<file path="src/sv/crc8_tagged_line_checker_defines.svh">
// Assertion macros shared by the tagged line checker RTL.
`ifndef CRC8_TAGGED_LINE_CHECKER_DEFINES_SVH
`define CRC8_TAGGED_LINE_CHECKER_DEFINES_SVH

`ifndef SYNTHESIS

// Implication in the same cycle, sampled on clk, disabled during reset.
`define CRC8TL_ASSERT_SAME(label, pre, post) \
    label: assert property (@(posedge clk) disable iff (!rst_n) (pre) |-> (post)) \
        else $error("assertion failed: label");

// Implication into the next cycle, sampled on clk, disabled during reset.
`define CRC8TL_ASSERT_NEXT(label, pre, post) \
    label: assert property (@(posedge clk) disable iff (!rst_n) (pre) |=> (post)) \
        else $error("assertion failed: label");

`else

`define CRC8TL_ASSERT_SAME(label, pre, post)
`define CRC8TL_ASSERT_NEXT(label, pre, post)

`endif

`endif

</file>
<file path="src/sv/crc8tl_pkg.sv">
// Types, codes and helper functions of the tagged line checker.
`timescale 1ns / 1ps
`default_nettype none

package crc8tl_pkg;

    localparam int unsigned PLEN_W = 11;

    localparam logic [7:0] NEWLINE_BYTE = 8'd10;
    localparam logic [7:0] SPACE_BYTE   = 8'd32;
    localparam logic [7:0] START_RESET  = 8'h58;
    localparam logic [7:0] POLY_RESET   = 8'h61;

    // Bit 16 of a field word marks a field that can never match.
    localparam logic [16:0] FIELD_BAD   = 17'h10000;

    typedef enum logic [1:0] {
        STATUS_MATCH     = 2'd0,
        STATUS_BAD_START = 2'd1,
        STATUS_NO_FIELD  = 2'd2,
        STATUS_MISMATCH  = 2'd3
    } status_t;

    typedef enum logic {
        CFG_START_CHAR = 1'b0,
        CFG_CRC_POLY   = 1'b1
    } cfg_index_t;

    typedef struct packed {
        status_t             status;
        logic [7:0]          crc;
        logic [PLEN_W-1:0]   len;
    } verdict_t;

    // One byte through the non-reflected CRC-8 shift register.
    function automatic logic [7:0] crc8_byte(input logic [7:0] crc,
                                             input logic [7:0] data,
                                             input logic [7:0] poly);
        logic [7:0] c;
        c = crc ^ data;
        for (int i = 0; i < 8; i++)
        begin
            c = c[7] ? ((c << 1) ^ poly) : (c << 1);
        end
        return c;
    endfunction

    function automatic logic is_hex_char(input logic [7:0] c);
        return ((c >= 8'd48) && (c <= 8'd57)) || ((c >= 8'd65) && (c <= 8'd70));
    endfunction

    function automatic logic [7:0] hex_char(input logic [3:0] nib);
        return (nib < 4'd10) ? (8'd48 + {4'd0, nib}) : (8'd55 + {4'd0, nib});
    endfunction

    // Uppercase hex text of a CRC with no leading zero, as a field word.
    function automatic logic [16:0] crc_text(input logic [7:0] crc);
        logic [16:0] t;
        if (crc[7:4] == 4'd0)
        begin
            t = {9'd0, hex_char(crc[3:0])};
        end
        else
        begin
            t = {1'b0, hex_char(crc[7:4]), hex_char(crc[3:0])};
        end
        return t;
    endfunction

endpackage

`default_nettype wire

</file>
<file path="src/sv/crc8tl_line_state.sv">
// Per-line state: running CRC, space snapshots, field capture and verdict.
`timescale 1ns / 1ps
`default_nettype none

`include "crc8_tagged_line_checker_defines.svh"

module crc8tl_line_state #(
    parameter int unsigned LINE_LENGTH_MAX = 1024
) (
    input  wire logic                  clk,
    input  wire logic                  rst_n,
    input  wire logic [7:0]            start_char,
    input  wire logic [7:0]            crc_poly,
    input  wire logic                  byte_accept,
    input  wire logic [7:0]            rx_byte,
    output crc8tl_pkg::verdict_t       verdict
);

    localparam int unsigned POS_W = $clog2(LINE_LENGTH_MAX + 1);
    localparam logic [POS_W-1:0] POS_MAX = POS_W'(LINE_LENGTH_MAX);

    logic [7:0]       running_crc_reg, running_crc_next;
    logic [7:0]       crc_last_reg, crc_last_next;
    logic [7:0]       crc_prev_reg, crc_prev_next;
    logic [POS_W-1:0] position_reg, position_next;
    logic [POS_W-1:0] len_last_reg, len_last_next;
    logic [POS_W-1:0] len_prev_reg, len_prev_next;
    logic [1:0]       space_count_reg, space_count_next;
    logic             start_ok_reg, start_ok_next;
    logic [16:0]      cur_field_reg, cur_field_next;
    logic [16:0]      closed_field_reg, closed_field_next;

    logic is_newline;
    logic is_space;

    assign is_newline = (rx_byte == crc8tl_pkg::NEWLINE_BYTE);
    assign is_space   = (rx_byte == crc8tl_pkg::SPACE_BYTE);

    always_comb
    begin
        running_crc_next  = running_crc_reg;
        crc_last_next     = crc_last_reg;
        crc_prev_next     = crc_prev_reg;
        position_next     = position_reg;
        len_last_next     = len_last_reg;
        len_prev_next     = len_prev_reg;
        space_count_next  = space_count_reg;
        start_ok_next     = start_ok_reg;
        cur_field_next    = cur_field_reg;
        closed_field_next = closed_field_reg;
        if (byte_accept)
        begin
            if (is_newline)
            begin
                running_crc_next  = '0;
                crc_last_next     = '0;
                crc_prev_next     = '0;
                position_next     = '0;
                len_last_next     = '0;
                len_prev_next     = '0;
                space_count_next  = '0;
                start_ok_next     = 1'b0;
                cur_field_next    = '0;
                closed_field_next = '0;
            end
            else
            begin
                if (position_reg == '0)
                begin
                    start_ok_next = (rx_byte == start_char);
                end
                if (is_space)
                begin
                    crc_prev_next     = crc_last_reg;
                    crc_last_next     = running_crc_reg;
                    len_prev_next     = len_last_reg;
                    len_last_next     = position_reg;
                    closed_field_next = cur_field_reg;
                    cur_field_next    = '0;
                    if (space_count_reg < 2'd2)
                    begin
                        space_count_next = space_count_reg + 2'd1;
                    end
                end
                else if (!cur_field_reg[16])
                begin
                    // A third character or a non-hex character spoils the field.
                    if (!crc8tl_pkg::is_hex_char(rx_byte) || (cur_field_reg[15:8] != 8'd0))
                    begin
                        cur_field_next = crc8tl_pkg::FIELD_BAD;
                    end
                    else
                    begin
                        cur_field_next = {1'b0, cur_field_reg[7:0], rx_byte};
                    end
                end
                running_crc_next = crc8tl_pkg::crc8_byte(running_crc_reg, rx_byte, crc_poly);
                if (position_reg < POS_MAX)
                begin
                    position_next = position_reg + POS_W'(1);
                end
            end
        end
    end

    always_ff @(posedge clk or negedge rst_n)
    begin
        if (!rst_n)
        begin
            running_crc_reg  <= '0;
            crc_last_reg     <= '0;
            crc_prev_reg     <= '0;
            position_reg     <= '0;
            len_last_reg     <= '0;
            len_prev_reg     <= '0;
            space_count_reg  <= '0;
            start_ok_reg     <= 1'b0;
            cur_field_reg    <= '0;
            closed_field_reg <= '0;
        end
        else
        begin
            running_crc_reg  <= running_crc_next;
            crc_last_reg     <= crc_last_next;
            crc_prev_reg     <= crc_prev_next;
            position_reg     <= position_next;
            len_last_reg     <= len_last_next;
            len_prev_reg     <= len_prev_next;
            space_count_reg  <= space_count_next;
            start_ok_reg     <= start_ok_next;
            cur_field_reg    <= cur_field_next;
            closed_field_reg <= closed_field_next;
        end
    end

    // Verdict for a newline arriving now, taken from the stored line state.
    always_comb
    begin
        verdict.crc = '0;
        verdict.len = '0;
        priority if (!start_ok_reg)
        begin
            verdict.status = crc8tl_pkg::STATUS_BAD_START;
        end
        else if (space_count_reg < 2'd2)
        begin
            verdict.status = crc8tl_pkg::STATUS_NO_FIELD;
        end
        else
        begin
            verdict.crc = crc_prev_reg;
            verdict.len = crc8tl_pkg::PLEN_W'(len_prev_reg);
            verdict.status = (closed_field_reg == crc8tl_pkg::crc_text(crc_prev_reg)) ?
                             crc8tl_pkg::STATUS_MATCH : crc8tl_pkg::STATUS_MISMATCH;
        end
    end

    `CRC8TL_ASSERT_NEXT(a_newline_clears, byte_accept && is_newline, (position_reg == '0) && (space_count_reg == 2'd0) && !start_ok_reg)
    `CRC8TL_ASSERT_SAME(a_space_sat, 1'b1, space_count_reg != 2'd3)
    `CRC8TL_ASSERT_NEXT(a_pos_step, byte_accept && !is_newline && (position_reg < POS_MAX), position_reg == $past(position_reg) + POS_W'(1))

endmodule

`default_nettype wire

</file>
<file path="config.mk">
export PLATFORM = sky130hd
export DESIGN_NAME = crc8tl_line_state
export DESIGN_NICKNAME = d
export VERILOG_FILES = /design/src/sv/crc8tl_pkg.sv /design/src/sv/crc8tl_line_state.sv
export VERILOG_INCLUDE_DIRS = /design/src /design/src/sv
export SDC_FILE = /design/constraint.sdc
export NUM_CORES = 1
export LEC_CHECK = 0
export BUFFER_PORTS_ARGS = -buffer_cell sky130_fd_sc_hd__buf_4
export CORE_MARGIN = 2
export CORE_UTILIZATION = 40
export CTS_BUF_LIST = sky130_fd_sc_hd__clkbuf_8
export CTS_CLUSTER_SIZE = 25
export DETAILED_ROUTE_END_ITERATION = 12
export PLACE_DENSITY = 0.58
export SYNTH_ARGS = -nofsm -noshare
export SYNTH_HDL_FRONTEND = slang
export SYNTH_SLANG_ARGS = --single-unit
</file>
<file path="constraint.sdc">
create_clock -name clk -period 4.45 [get_ports clk]
set_input_delay 0.89 -clock clk [delete_from_list [all_inputs] [get_ports clk]]
set_output_delay 0.89 -clock clk [all_outputs]
set_load 0.01 [all_outputs]
</file>
* Word level (Yosys, flattened, before mapping)
Index checks and enable logic that the tools add are counted.
Cells by class: add/sub/neg operators 6, magnitude comparators 8, eq/ne operators 5, multiplexer cells 40, bitwise logic cells 9, reductions and logical operators 17
Operators with widths (count):
- 17-bit two-way mux | 8
- 8-bit two-way mux | 13
- 8-bit bitwise XOR | 9
- 11-bit two-way mux | 6
- 19-bit two-way mux | 2
- 6-bit by 4-bit adder with 7-bit output (first input constant) | 4
- 17-bit == test | 1
- 15-bit two-way mux | 1
- 7-bit two-way mux | 2
- 2-bit two-way mux | 6
- 11-bit by 1-bit adder with 11-bit output (second input constant) | 1
- 11-bit logical NOT | 1
- 11-bit < comparator (second input constant) | 1
- 8-bit by 4-bit == test with 1-bit output (second input constant) | 1
- 8-bit by 6-bit == test with 1-bit output (second input constant) | 1
- 8-bit == test | 1
- 8-bit by 6-bit >= comparator with 1-bit output (second input constant) | 1
- 8-bit by 7-bit >= comparator with 1-bit output (second input constant) | 1
- 8-bit by 6-bit <= comparator with 1-bit output (second input constant) | 1
- 8-bit by 7-bit <= comparator with 1-bit output (second input constant) | 1
- 4-bit < comparator (second input constant) | 2
- 2-bit AND reduction | 4
- 2-bit nonzero test | 4
- 8-bit nonzero test | 1
- 9 further kinds | 12
Word-level totals: register bits 94, input port bits 27, output and inout port bits 21

* Depth between registers and ports, before layout
Gate-level depths: netlist (run 1).
depth after elaboration 18, mapped depth 15

* Worst setup path after synthesis (run 1)
Ideal clock, no wire load.
path kind input to register, start point input rx_byte[6], end point register running_crc_reg[4], library setup time 0.121 ns, data arrival time 4.058 ns, required time 4.329 ns, path slack 0.271 ns, stages on the path 14, cells stage by stage buf_2 -> xor2_1 -> nand3_1 -> and2_1 -> nand2_1 -> xnor2_1 -> xnor3_1 -> xnor3_1 -> o22ai_1 -> or4_1 -> buf_2 -> nand3_1 -> xnor3_1 -> a22o_1
Between the ends: word-level cells in the longest chain between the ends 16, elaborated cells between the ends (all ways) 18, classes of those cells eq/ne: 1; mux: 9; bitwise: 8
RTL lines:
- start: declaration | RTL line crc8tl_line_state.sv:15 | input wire logic [7:0] rx_byte,
- 8-bit bitwise XOR | RTL line crc8tl_pkg.sv:40 | c = crc ^ data;
- 8-bit bitwise XOR | RTL line crc8tl_pkg.sv:43 | c = c[7] ? ((c << 1) ^ poly) : (c << 1);
- 8-bit two-way mux (2 in a row) | RTL line crc8tl_pkg.sv:43
- 8-bit bitwise XOR | RTL line crc8tl_pkg.sv:43
- 8-bit two-way mux | RTL line crc8tl_pkg.sv:43
- 8-bit two-way mux or 8-bit bitwise XOR (tied branches) | RTL line crc8tl_pkg.sv:43
- 8-bit bitwise XOR or 8-bit two-way mux (tied branches) | RTL line crc8tl_pkg.sv:43
- 8-bit two-way mux or 8-bit bitwise XOR (tied branches) | RTL line crc8tl_pkg.sv:43
- 8-bit bitwise XOR or 8-bit two-way mux (tied branches) | RTL line crc8tl_pkg.sv:43
- 8-bit two-way mux or 8-bit bitwise XOR (tied branches) | RTL line crc8tl_pkg.sv:43
- 8-bit bitwise XOR or 8-bit two-way mux (tied branches) | RTL line crc8tl_pkg.sv:43
- 8-bit two-way mux or 8-bit bitwise XOR (tied branches) | RTL line crc8tl_pkg.sv:43
- 8-bit bitwise XOR or 8-bit two-way mux (tied branches) | RTL line crc8tl_pkg.sv:43
- 8-bit two-way mux | RTL line crc8tl_pkg.sv:43
- 8-bit two-way mux * | RTL line crc8tl_line_state.sv:53 | if (is_newline)
- end signal: assignment | RTL line crc8tl_line_state.sv:123 | running_crc_reg <= running_crc_next;
- end: declaration | RTL line crc8tl_line_state.sv:22 | logic [7:0] running_crc_reg, running_crc_next;
Every way passes the cells marked *; elsewhere a longest branch is shown, timed or not. A chain may end at the register's enable or synchronous reset.

* Final worst setup path (run 1)
start point input rx_byte[7], end point register running_crc_reg[7]
Between the ends: word-level cells in the longest chain between the ends 17, elaborated cells between the ends (all ways) 18, classes of those cells eq/ne: 1; mux: 9; bitwise: 8
RTL lines (RTL line):
- 8-bit bitwise XOR | crc8tl_pkg.sv:40
- 8-bit two-way mux | crc8tl_pkg.sv:43
- 8-bit bitwise XOR | crc8tl_pkg.sv:43
- 8-bit two-way mux | crc8tl_pkg.sv:43
- 8-bit bitwise XOR | crc8tl_pkg.sv:43
- 8-bit two-way mux | crc8tl_pkg.sv:43
- 8-bit bitwise XOR | crc8tl_pkg.sv:43
- 8-bit two-way mux | crc8tl_pkg.sv:43
- 8-bit bitwise XOR | crc8tl_pkg.sv:43
- 8-bit two-way mux | crc8tl_pkg.sv:43
- 8-bit bitwise XOR | crc8tl_pkg.sv:43
- 8-bit two-way mux | crc8tl_pkg.sv:43
- 8-bit bitwise XOR | crc8tl_pkg.sv:43
- 8-bit two-way mux | crc8tl_pkg.sv:43
- 8-bit bitwise XOR | crc8tl_pkg.sv:43
- 8-bit two-way mux | crc8tl_pkg.sv:43
- 8-bit two-way mux * | crc8tl_line_state.sv:53
Marks and branches as above.

==> impl_metrics.yaml, run 1 <==
drt:
  vias: 4724
  avgViaCountPerCell: 5.75
  routed_wire_length_per_instance_um: 17.4
  first_pass_iters: 5
  drt_iter0_drc: 353
  detail_route.wirelength_um: 14300
  post-route-drc-count: 0
  ant_nets: 0
synthesis:
  synthDistinctLibCells: 64
  synth_top_family_by_area: "compound AO/OA/AOI/OAI gates"
  number_of_enable_flip_flop_cells_after_synthesis: 0
  synth_fa_ha_area_frac: 0.0109
  dominantRegCellSynth: "dfrtp_1"
  synth-compound-area-share: 0.220
  post_synth_and_or_nand_nor_area_fraction: 0.166
  synth_area_per_cell_um2: 9.59
  netlist_instances: 600
  asyncSetResetFlopFracSynth: 1.00
  yosys_register_bits: 94
  synth_warnings: 0
  synth_nets: 632
  synth.mux.area_fraction: 0.0124
  synth_xor_area_frac: 0.143
  share_of_the_yosys_chip_area_belonging_to_registers: 0.409
  post_synth_instance_area_mm2: 0.00576
grt:
  via_count_of_the_first_global_routing_pass: 4424
  antenna_found_initial: 0
  globalRouteTotalUtil: 0.194
  aggregate_global_routing_overflow: 0
  wire_length_of_the_first_global_routing_pass_um: 23200
  largest_net_degree_at_the_start_of_global_routing: 62
timing:
  max_clock_freq_ghz: 0.238
  finalMaxSlewViolations: 0
  post-route-period-util: 0.943
  hold_violations: 0
  timing.slew.headroom: 0.461
  worstMarginPinSlew_ns: 0.805
  post_route_skew_ns: 0.0119
  finalSetupViolations: 0
  fin_worst_hold_slack_ns: 0.502
  final_period_minus_worst_setup_slack_ns: 4.20
  totalNegativeSetupSlack_ns: 0
  unrepaired_setup_endpoints_after_global_routing: "false"
hold_path:
  hold_path.class: "reg2reg"
  timing.hold.worst.start: "len_prev_reg[0]$_DFFE_PN0P_"
critical_path:
  critPathMaxFanout: 7
  critPathKind: "in2reg"
  cp.arrival_ns: 4.45
  rrSetupSlack_ns: 0.36
  critPathLaunchType: "input pin"
  worst-endpoint-required_ns: 4.70
  r2r_start: "running_crc_reg[7]$_DFFE_PN0P_"
  critical_path.startpoint: "rx_byte[7]"
  end_kind: "flop"
floorplanning:
  effective_utilization_at_floorplan: 0.412
  core_area_mm2: 0.0140
  die_height_um: 124
  fp.dieArea_mm2: 0.0154
  io-pin-count: 48
  die_w_um: 124
  placementRows: 43
placement:
  place_hpwl_um: 10500
  routabilityCongestion: 0.884
  place.port_buffers: 47
flow_run:
  cap_viol_max_count: 0
clock_network:
  clock_path_buffers: 2
  post_cts_hold_buffer_count: 0
  root_buffer: "clkbuf_8"
  postCtsSetupBuffers: 0
  cts_inserted_buffers: 9
  cts.repair.resized: 0
  worstSkewPairLatency_ns: 0.36
  numClockSinks: 94
  tritoncts: "done"
  clock_transition_at_the_registers_of_the_reported_paths_ns: 0.09
  number_of_h_tree_levels: 3
pwr:
  finalPower_w: 0.00520
  ir_drop_mv: 0.720
  power_density_relative_to_cell_area_mw_per_mm2: 793
  p_leak_nw: 3.10
finish:
  final_core_utilization: 0.469
  nNetsFinal: 669
  drive_gt1_frac: 0.156
  n_antenna_cell: 0
  areaGrowthSynthToFinish_pct: 13.9
run_status:
  outcome: "finished, final reports clean"
[cell type report]
type                    instances  area, µm²
clock buffers                  10        138
repair buffers                 66        495
fillers                      1320       7430
multi-input cells             450       3200
well taps                     180        225
clock inverters                 6       85.1
inverters                      16       60.1
flip-flops and latches         94       2350
[final timing paths]
check	to	cells past startpoint
max	running_crc_reg[7]$_DFFE_PN0P_	14
min	len_prev_reg[0]$_DFFE_PN0P_	1
max reg2reg	running_crc_reg[7]$_DFFE_PN0P_	13
min reg2reg	len_prev_reg[0]$_DFFE_PN0P_	1
max in group asynchronous	cur_field_reg[1]$_DFFE_PN0P_	2
min in group asynchronous	closed_field_reg[3]$_DFFE_PN0P_	1
[layer usage]
metal / track usage / vias up / wire (µm)
li1: - / 2262 / -
met1: 0.270 / 2297 / 6710
met2: 0.307 / 143 / 6600
met3: 0.0284 / 22 / 588
met4: 0.0716 / 0 / 388
met5: 0 / - / 0
[power by group]
part	internal [W]	switching, W
Sequential	0.000946	0.000126
Combinational	0.00184	0.00167
Clock	0.000331	0.000292
Total	0.00311	0.00208
[worst max-delay path, cell delays in order]
cell,delay [ns]
buf_4,0.13
xor2_1,0.15
buf_4,0.18
xnor2_1,0.30
mux2i_1,0.34
nor3_1,0.07
nand3b_1,0.19
xnor3_1,0.45
xnor3_1,0.41
o22ai_1,0.10
or4_1,0.63
nand3_1,0.16
xnor3_1,0.22
a22o_1,0.20
[synth_stat cells, types with 3 or more instances]
master	instances	area (µm²)
a211oi_1	4	30.0
a21oi_1	25	125
a22o_1	73	639
and2_1	4	25.0
and3_1	23	144
buf_1	4	15.0
buf_2	6	30.0
clkbuf_1	29	109
dfrtp_1	94	2350
ha_1	5	62.6
inv_1	16	60.1
mux2i_1	6	60.1
nand2_1	61	229
nand2b_1	3	18.8
nand3_1	13	65.1
nand3b_1	3	22.5
nand4_1	8	50.1
nor2_1	33	124
nor2b_1	3	18.8
nor3_1	10	50.1
nor4_1	7	43.8
o211ai_1	6	45.0
o21a_1	3	22.5
o21ai_0	25	125
o21ai_1	4	20.0
or2_2	4	25.0
or3_1	7	43.8
or4_1	3	22.5
xnor2_1	37	324
xnor2_2	4	65.1
xnor3_1	8	180
xor2_1	29	254
[metrics by stage]
| step | std cells | setup slack (ns) | cell area, µm² |
|---|---|---|---|
| after floorplan | 600 | 0.271 | 5760 |
| after global placement | 806 | 0.0450 | 6330 |
| after detailed placement | 806 | -0.0755 | 6330 |
| after CTS | 822 | 0.306 | 6560 |
| after global routing | 822 | 0.101 | 6560 |
| final | 822 | 0.252 | 6560 |
[cell families after synthesis]
| group | Yosys count |
|---|---|
| AND/OR/NAND/NOR | 190 |
| AO/OA/AOI/OAI | 170 |
| flip-flops | 94 |
| XOR/XNOR | 78 |
| buffers and inverters | 56 |
| multiplexers | 7 |
| adder cells (fa/ha/maj) | 5 |
[cell usage in the layout (no fill, tap or decap), types with 5 or more instances in the layout]
master / count
buf_4: 66
o21ai_0: 25
o211ai_1: 6
nand2_1: 61
a22o_1: 73
nor3_1: 10
xnor3_1: 8
xnor2_1: 37
or3_1: 7
ha_1: 5
nor4_1: 6
nor2_1: 33
mux2i_1: 6
clkbuf_8: 10
nand3_1: 13
dfrtp_1: 94
xor2_1: 29
inv_1: 17
a21oi_1: 25
nand4_1: 8
and3_1: 22
No activity file was read; power rests on OpenSTA's default activity.
==> inputs of run 2 (changes only) <==
- PLACE_DENSITY: 0.58 -> unset
- RECOVER_POWER: unset -> 25
==> run 2 against run 1 <==
Effect of this change: the flow now finishes with violations (max-capacitance violations, max-slew violations); non-clock buffer count is 2 lower; clock-buffer cell count stayed put; first-iteration DRC count is 4.0% lower; routed wire length is 0.15% higher; critical path depth is 1 lower; maximum frequency is 3.4% higher; critical endpoint is now running_crc_reg[4]$_DFFE_PN0P_; largest power group unchanged.
==> impl_metrics.yaml, run 2 (synthesized netlist as in run 1, its figures left out) <==
run_status:
  outcome: "complete, but fails checks"
  violations: "max-capacitance violations, max-slew violations"
clock_network:
  tritoncts: "done"
  cts.repair.resized: 0
  root_buffer: "clkbuf_8"
  postCtsSetupBuffers: 0
  clock_transition_at_the_registers_of_the_reported_paths_ns: 0.10
  number_of_h_tree_levels: 3
  numClockSinks: 94
  post_cts_hold_buffer_count: 0
  worstSkewPairLatency_ns: 0.36
  clock_path_buffers: 2
  cts_inserted_buffers: 9
critical_path:
  rrSetupSlack_ns: 0.51
  timing.reg2reg.worst_path_depth: 13
  critPathKind: "in2reg"
  cp.arrival_ns: 4.32
  critPathSlowestCell: "or4_1"
  worst-endpoint-required_ns: 4.71
  timing.critical_path.slowest_cell_delay_ns: 0.56
  critPathLaunchType: "input pin"
  reg2reg_end: "running_crc_reg[4]$_DFFE_PN0P_"
  critPathMaxFanout: 9
  timing.critical_path.mode_cell: "xnor3_1"
  r2r_start: "running_crc_reg[7]$_DFFE_PN0P_"
  end_kind: "flop"
  timing.critical_path.cells: "buf_4, xnor2_2, xnor2_1, mux2i_1, nor3_1, nand3b_1, xnor3_1, xnor3_1, o22ai_1, or4_1, nand3_1, xnor3_1, a22o_1"
grt:
  largest_net_degree_at_the_start_of_global_routing: 70
  antenna_found_initial: 0
  globalRouteTotalUtil: 0.200
  via_count_of_the_first_global_routing_pass: 4671
  wire_length_of_the_first_global_routing_pass_um: 23900
  aggregate_global_routing_overflow: 0
timing:
  post-route-worst-setup-slack_ns: 0.392
  hold_violations: 0
  finalSetupViolations: 0
  post_route_skew_ns: 0.00984
  finalMaxSlewViolations: 70
  timing.slew.headroom: -0.138
  worstMarginPinSlew_ns: 1.71
  max_clock_freq_ghz: 0.246
  post-route-period-util: 0.912
  final_period_minus_worst_setup_slack_ns: 4.06
  totalNegativeSetupSlack_ns: 0
  unrepaired_setup_endpoints_after_global_routing: "false"
drt:
  routed_wire_length_per_instance_um: 17.4
  detail_route.wirelength_um: 14300
  avgViaCountPerCell: 5.74
  first_pass_iters: 4
  drt_iter0_drc: 339
  ant_nets: 0
  post-route-drc-count: 0
  vias: 4708
floorplanning:
  io-pin-count: 48
  core_area_mm2: 0.0140
  placementRows: 43
  die_w_um: 124
  effective_utilization_at_floorplan: 0.412
  fp.dieArea_mm2: 0.0154
  die_height_um: 124
finish:
  nNetsFinal: 667
  mostFrequentLayoutCell: "dfrtp_1"
  final_core_utilization: 0.466
  areaGrowthSynthToFinish_pct: 13.3
  drive_gt1_frac: 0.155
  final_cell_mix: "94 x dfrtp_1, 73 x a22o_1, 63 x buf_4"
  n_antenna_cell: 0
  filler_cell_count: 1360
placement:
  place_hpwl_um: 10400
  routabilityCongestion: 0.851
  place.port_buffers: 47
  place_worst_setup_slack_ns: 0.00576
hold_path:
  min_to: "crc_prev_reg[4]$_DFFE_PN0P_"
  worst_hold_path.num_cells: 2
  hold_path.class: "reg2reg"
  timing.hold.worst.start: "crc_last_reg[4]$_DFFE_PN0P_"
pwr:
  power_density_relative_to_cell_area_mw_per_mm2: 788
  p_leak_nw: 3.09
  ir_drop_mv: 0.678
  finalPower_w: 0.00514
flow_run:
  cap_viol_max_count: 1
[run 2: cell types whose count changed in the layout (fill, tap and decap cells not counted)]
cell | before | now
buf_4 | 66 | 63
bufinv_16 | 2 | 1
clkbuf_2 | 0 | 1
clkinv_2 | 1 | 2
clkinv_4 | 0 | 1
clkinvlp_4 | 1 | 0
inv_1 | 17 | 16
inv_8 | 0 | 1
[run 2: worst max-delay path, delay by kind of cell]
family | cells | cell delay (ns)
xor+xnor | 5 | 1.67
simple gates | 4 | 0.95
mux | 1 | 0.33
compound gates | 2 | 0.32
buf+inv | 1 | 0.16
[run 2: worst max-delay path by stage]
stage / slack [ns] / startpoint / cells past startpoint / end
global route: 0.22 / rx_byte[7] / 14 / running_crc_reg[4]$_DFFE_PN0P_
CTS: 0.41 / rx_byte[5] / 13 / running_crc_reg[4]$_DFFE_PN0P_
detailed placement: 0.006 / rx_byte[5] / 13 / running_crc_reg[4]$_DFFE_PN0P_
finish: 0.39 / rx_byte[5] / 13 / running_crc_reg[4]$_DFFE_PN0P_
floorplan: 0.27 / rx_byte[6] / 14 / running_crc_reg[4]$_DFFE_PN0P_
global placement: -0.02 / rx_byte[5] / 14 / running_crc_reg[2]$_DFFE_PN0P_
[run 2: final cells by class]
type / count / area (µm²) / share of cell area
Multi-Input combinational cell: 450 / 3200 / 0.491
Sequential cell: 94 / 2350 / 0.361
Timing Repair Buffer: 64 / 478 / 0.0733
Tap cell: 180 / 225 / 0.0345
Clock buffer: 10 / 138 / 0.0211
Clock inverter: 6 / 68.8 / 0.0105
Inverter: 16 / 60.1 / 0.00921
[run 2: through the flow]
stage / hold WS, ns / instance area, µm² / std cells
floorplan: 0.450 / 5760 / 600
global placement: 0.472 / 6320 / 804
detailed placement: 0.484 / 6320 / 804
CTS: 0.505 / 6530 / 820
global route: 0.526 / 6520 / 820
finish: 0.502 / 6520 / 820
[run 2: power by group]
group | leakage [nW] | total, W | switching (W) | internal, W
logic | 1.72 | 0.00348 | 0.00162 | 0.00185
registers | 1.26 | 0.00107 | 0.000129 | 0.000946
clock network | 0.109 | 0.000589 | 0.000309 | 0.000280
[run 2: routing by layer]
metal	track usage	up-vias	share of wire
li1	-	2255	-
met5	0	-	0
met3	0.0307	25	0.034
met1	0.271	2318	0.46
met2	0.318	110	0.47
met4	0.0857	0	0.030
==> inputs of run 3 (changes only) <==
- CORE_UTILIZATION: 40 -> 55
- PLACE_DENSITY: unset -> 0.74
==> run 3 against run 2 <==
Effect of this change: highest routed layer unchanged; non-clock buffer count is the same; clock power shrank 14%; final area shrank 1.4%; hold slack gained 0.0041 ns; global-route usage grew 5.0 points; the flow still finishes with violations (max-capacitance violations, max-slew violations); largest cell class unchanged; clock-buffer cell count shrank 1; sequential share of layout area grew 0.51 points; routed wire length shrank 3.1%.
==> impl_metrics.yaml, run 3 (synthesized netlist as in run 1, its figures left out) <==
run_status:
  outcome: "complete, but fails checks"
  violations: "max-capacitance violations, max-slew violations"
finish:
  mostFrequentLayoutCell: "dfrtp_1"
  instances_no_fill: 775
  nNetsFinal: 667
  filler_cell_count: 861
  multi_input_area_mm2: 0.00320
  n_antenna_cell: 0
  drive_gt1_frac: 0.150
  register_area_mm2: 0.00235
  postLayoutCellArea_mm2: 0.00643
  areaGrowthSynthToFinish_pct: 11.7
  final_cell_mix: "94 x dfrtp_1, 73 x a22o_1, 63 x buf_4"
drt:
  first_pass_iters: 5
  vias: 4752
  routed-wl-met2_um: 6740
  drt_iter0_drc: 280
  ant_nets: 0
  met1_length_um: 6300
  avgViaCountPerCell: 6.13
  routed_wire_length_per_instance_um: 17.9
  route.met3.wl_um: 606
  detail_route.wirelength_um: 13900
  post-route-drc-count: 0
  top_signal_layer_used: "met4"
floorplanning:
  io-pin-count: 48
  fp.dieArea_mm2: 0.0113
  core_area_mm2: 0.0102
  die_w_um: 106
  effective_utilization_at_floorplan: 0.563
  die_height_um: 106
  placementRows: 37
timing:
  fin_worst_hold_slack_ns: 0.506
  post_route_skew_ns: 0.0135
  post-route-period-util: 0.927
  hold_violations: 0
  finalMaxSlewViolations: 73
  timing.slew.headroom: -0.159
  totalNegativeSetupSlack_ns: 0
  final_period_minus_worst_setup_slack_ns: 4.13
  max_clock_freq_ghz: 0.242
  finalSetupViolations: 0
  worstMarginPinSlew_ns: 1.74
  unrepaired_setup_endpoints_after_global_routing: "false"
clock_network:
  clock_path_buffers: 2
  tritoncts: "done"
  clock_transition_at_the_registers_of_the_reported_paths_ns: 0.09
  worstSkewPairLatency_ns: 0.36
  numClockSinks: 94
  post_cts_hold_buffer_count: 0
  root_buffer: "clkbuf_8"
  cts_inserted_buffers: 9
  cts.repair.resized: 0
  postCtsSetupBuffers: 0
  number_of_h_tree_levels: 3
hold_path:
  hold_path.class: "reg2reg"
placement:
  place.port_buffers: 47
  placed_area_mm2: 0.00626
  placed_cells_incl_taps: 760
  place_hpwl_um: 10000
  routabilityCongestion: 0.905
critical_path:
  cp.arrival_ns: 4.37
  critical_path.startpoint: "rx_byte[7]"
  critPathKind: "in2reg"
  rrSetupSlack_ns: 0.48
  r2r_start: "running_crc_reg[7]$_DFFE_PN0P_"
  reg2reg_end: "running_crc_reg[3]$_DFFE_PN0P_"
  crit_end: "running_crc_reg[3]$_DFFE_PN0P_"
  timing.reg2reg.worst_path_depth: 13
  critPathMaxFanout: 6
  critPathLaunchType: "input pin"
  end_kind: "flop"
  worst-endpoint-required_ns: 4.69
pwr:
  finalPower_w: 0.00508
  p_leak_nw: 3.06
  power_density_relative_to_cell_area_mw_per_mm2: 790
  ir_drop_mv: 0.983
grt:
  globalRouteTotalUtil: 0.249
  via_count_of_the_first_global_routing_pass: 4528
  antenna_found_initial: 0
  largest_net_degree_at_the_start_of_global_routing: 73
  wire_length_of_the_first_global_routing_pass_um: 22600
  aggregate_global_routing_overflow: 0
flow_run:
  cap_viol_max_count: 1
## run 3: cell types whose count changed in the layout (fill, tap and decap cells not counted), sizes merged
cell      change
bufinv        -1
clkinvlp      +2
clkinv        -2
inv           +1
clkbuf        -1
## run 3: final cells by class
cell class,instances,share of cell area
multi-input combinational,450,0.498
timing repair buffer,64,0.0743
tap,136,0.0265
clock inverter,6,0.00739
sequential,94,0.366
clock buffer,9,0.0193
inverter,16,0.00934
## run 3: per-layer routing
metal / vias to the layer above / global-route usage
met1: 2340 / 0.350
met3: 21 / 0.0331
met2: 130 / 0.406
met5: - / 0
li1: 2261 / -
met4: 0 / 0.0752
## run 3: worst min-delay path by stage
stage	from	cells past startpoint	end	slack, ns
4_1_cts	crc_last_reg[6]$_DFFE_PN0P_	2	crc_prev_reg[6]$_DFFE_PN0P_	0.51
5_1_grt	crc_last_reg[4]$_DFFE_PN0P_	1	crc_last_reg[4]$_DFFE_PN0P_	0.53
3_5_place_dp	crc_last_reg[0]$_DFFE_PN0P_	2	crc_prev_reg[0]$_DFFE_PN0P_	0.48
2_1_floorplan	crc_last_reg[0]$_DFFE_PN0P_	2	crc_prev_reg[0]$_DFFE_PN0P_	0.45
3_3_place_gp	len_last_reg[8]$_DFFE_PN0P_	1	len_prev_reg[8]$_DFFE_PN0P_	0.48
6_report	crc_last_reg[6]$_DFFE_PN0P_	2	crc_prev_reg[6]$_DFFE_PN0P_	0.51
## run 3: report_power, final
group | internal, W | switching, W
clock network | 0.000205 | 0.000304
logic | 0.00186 | 0.00165
registers | 0.000946 | 0.000126
## run 3: per-stage QoR
step | utilization | setup slack [ns]
after global placement | 0.612 | 0.0802
after global routing | 0.629 | 0.171
final | 0.629 | 0.325
after detailed placement | 0.612 | 0.0365
after CTS | 0.629 | 0.397
after floorplan | - | 0.271
## run 3: worst max-delay path, stage by stage
cell,delay (ns)
buf_4,0.15
xor2_1,0.33
buf_4,0.22
a21oi_1,0.10
or2_2,0.34
a211oi_1,0.26
a211oi_1,0.09
xor2_1,0.31
mux2_2,0.40
nor4_1,0.35
o21ai_0,0.20
xnor3_1,0.40
xnor2_1,0.14
a22o_1,0.19
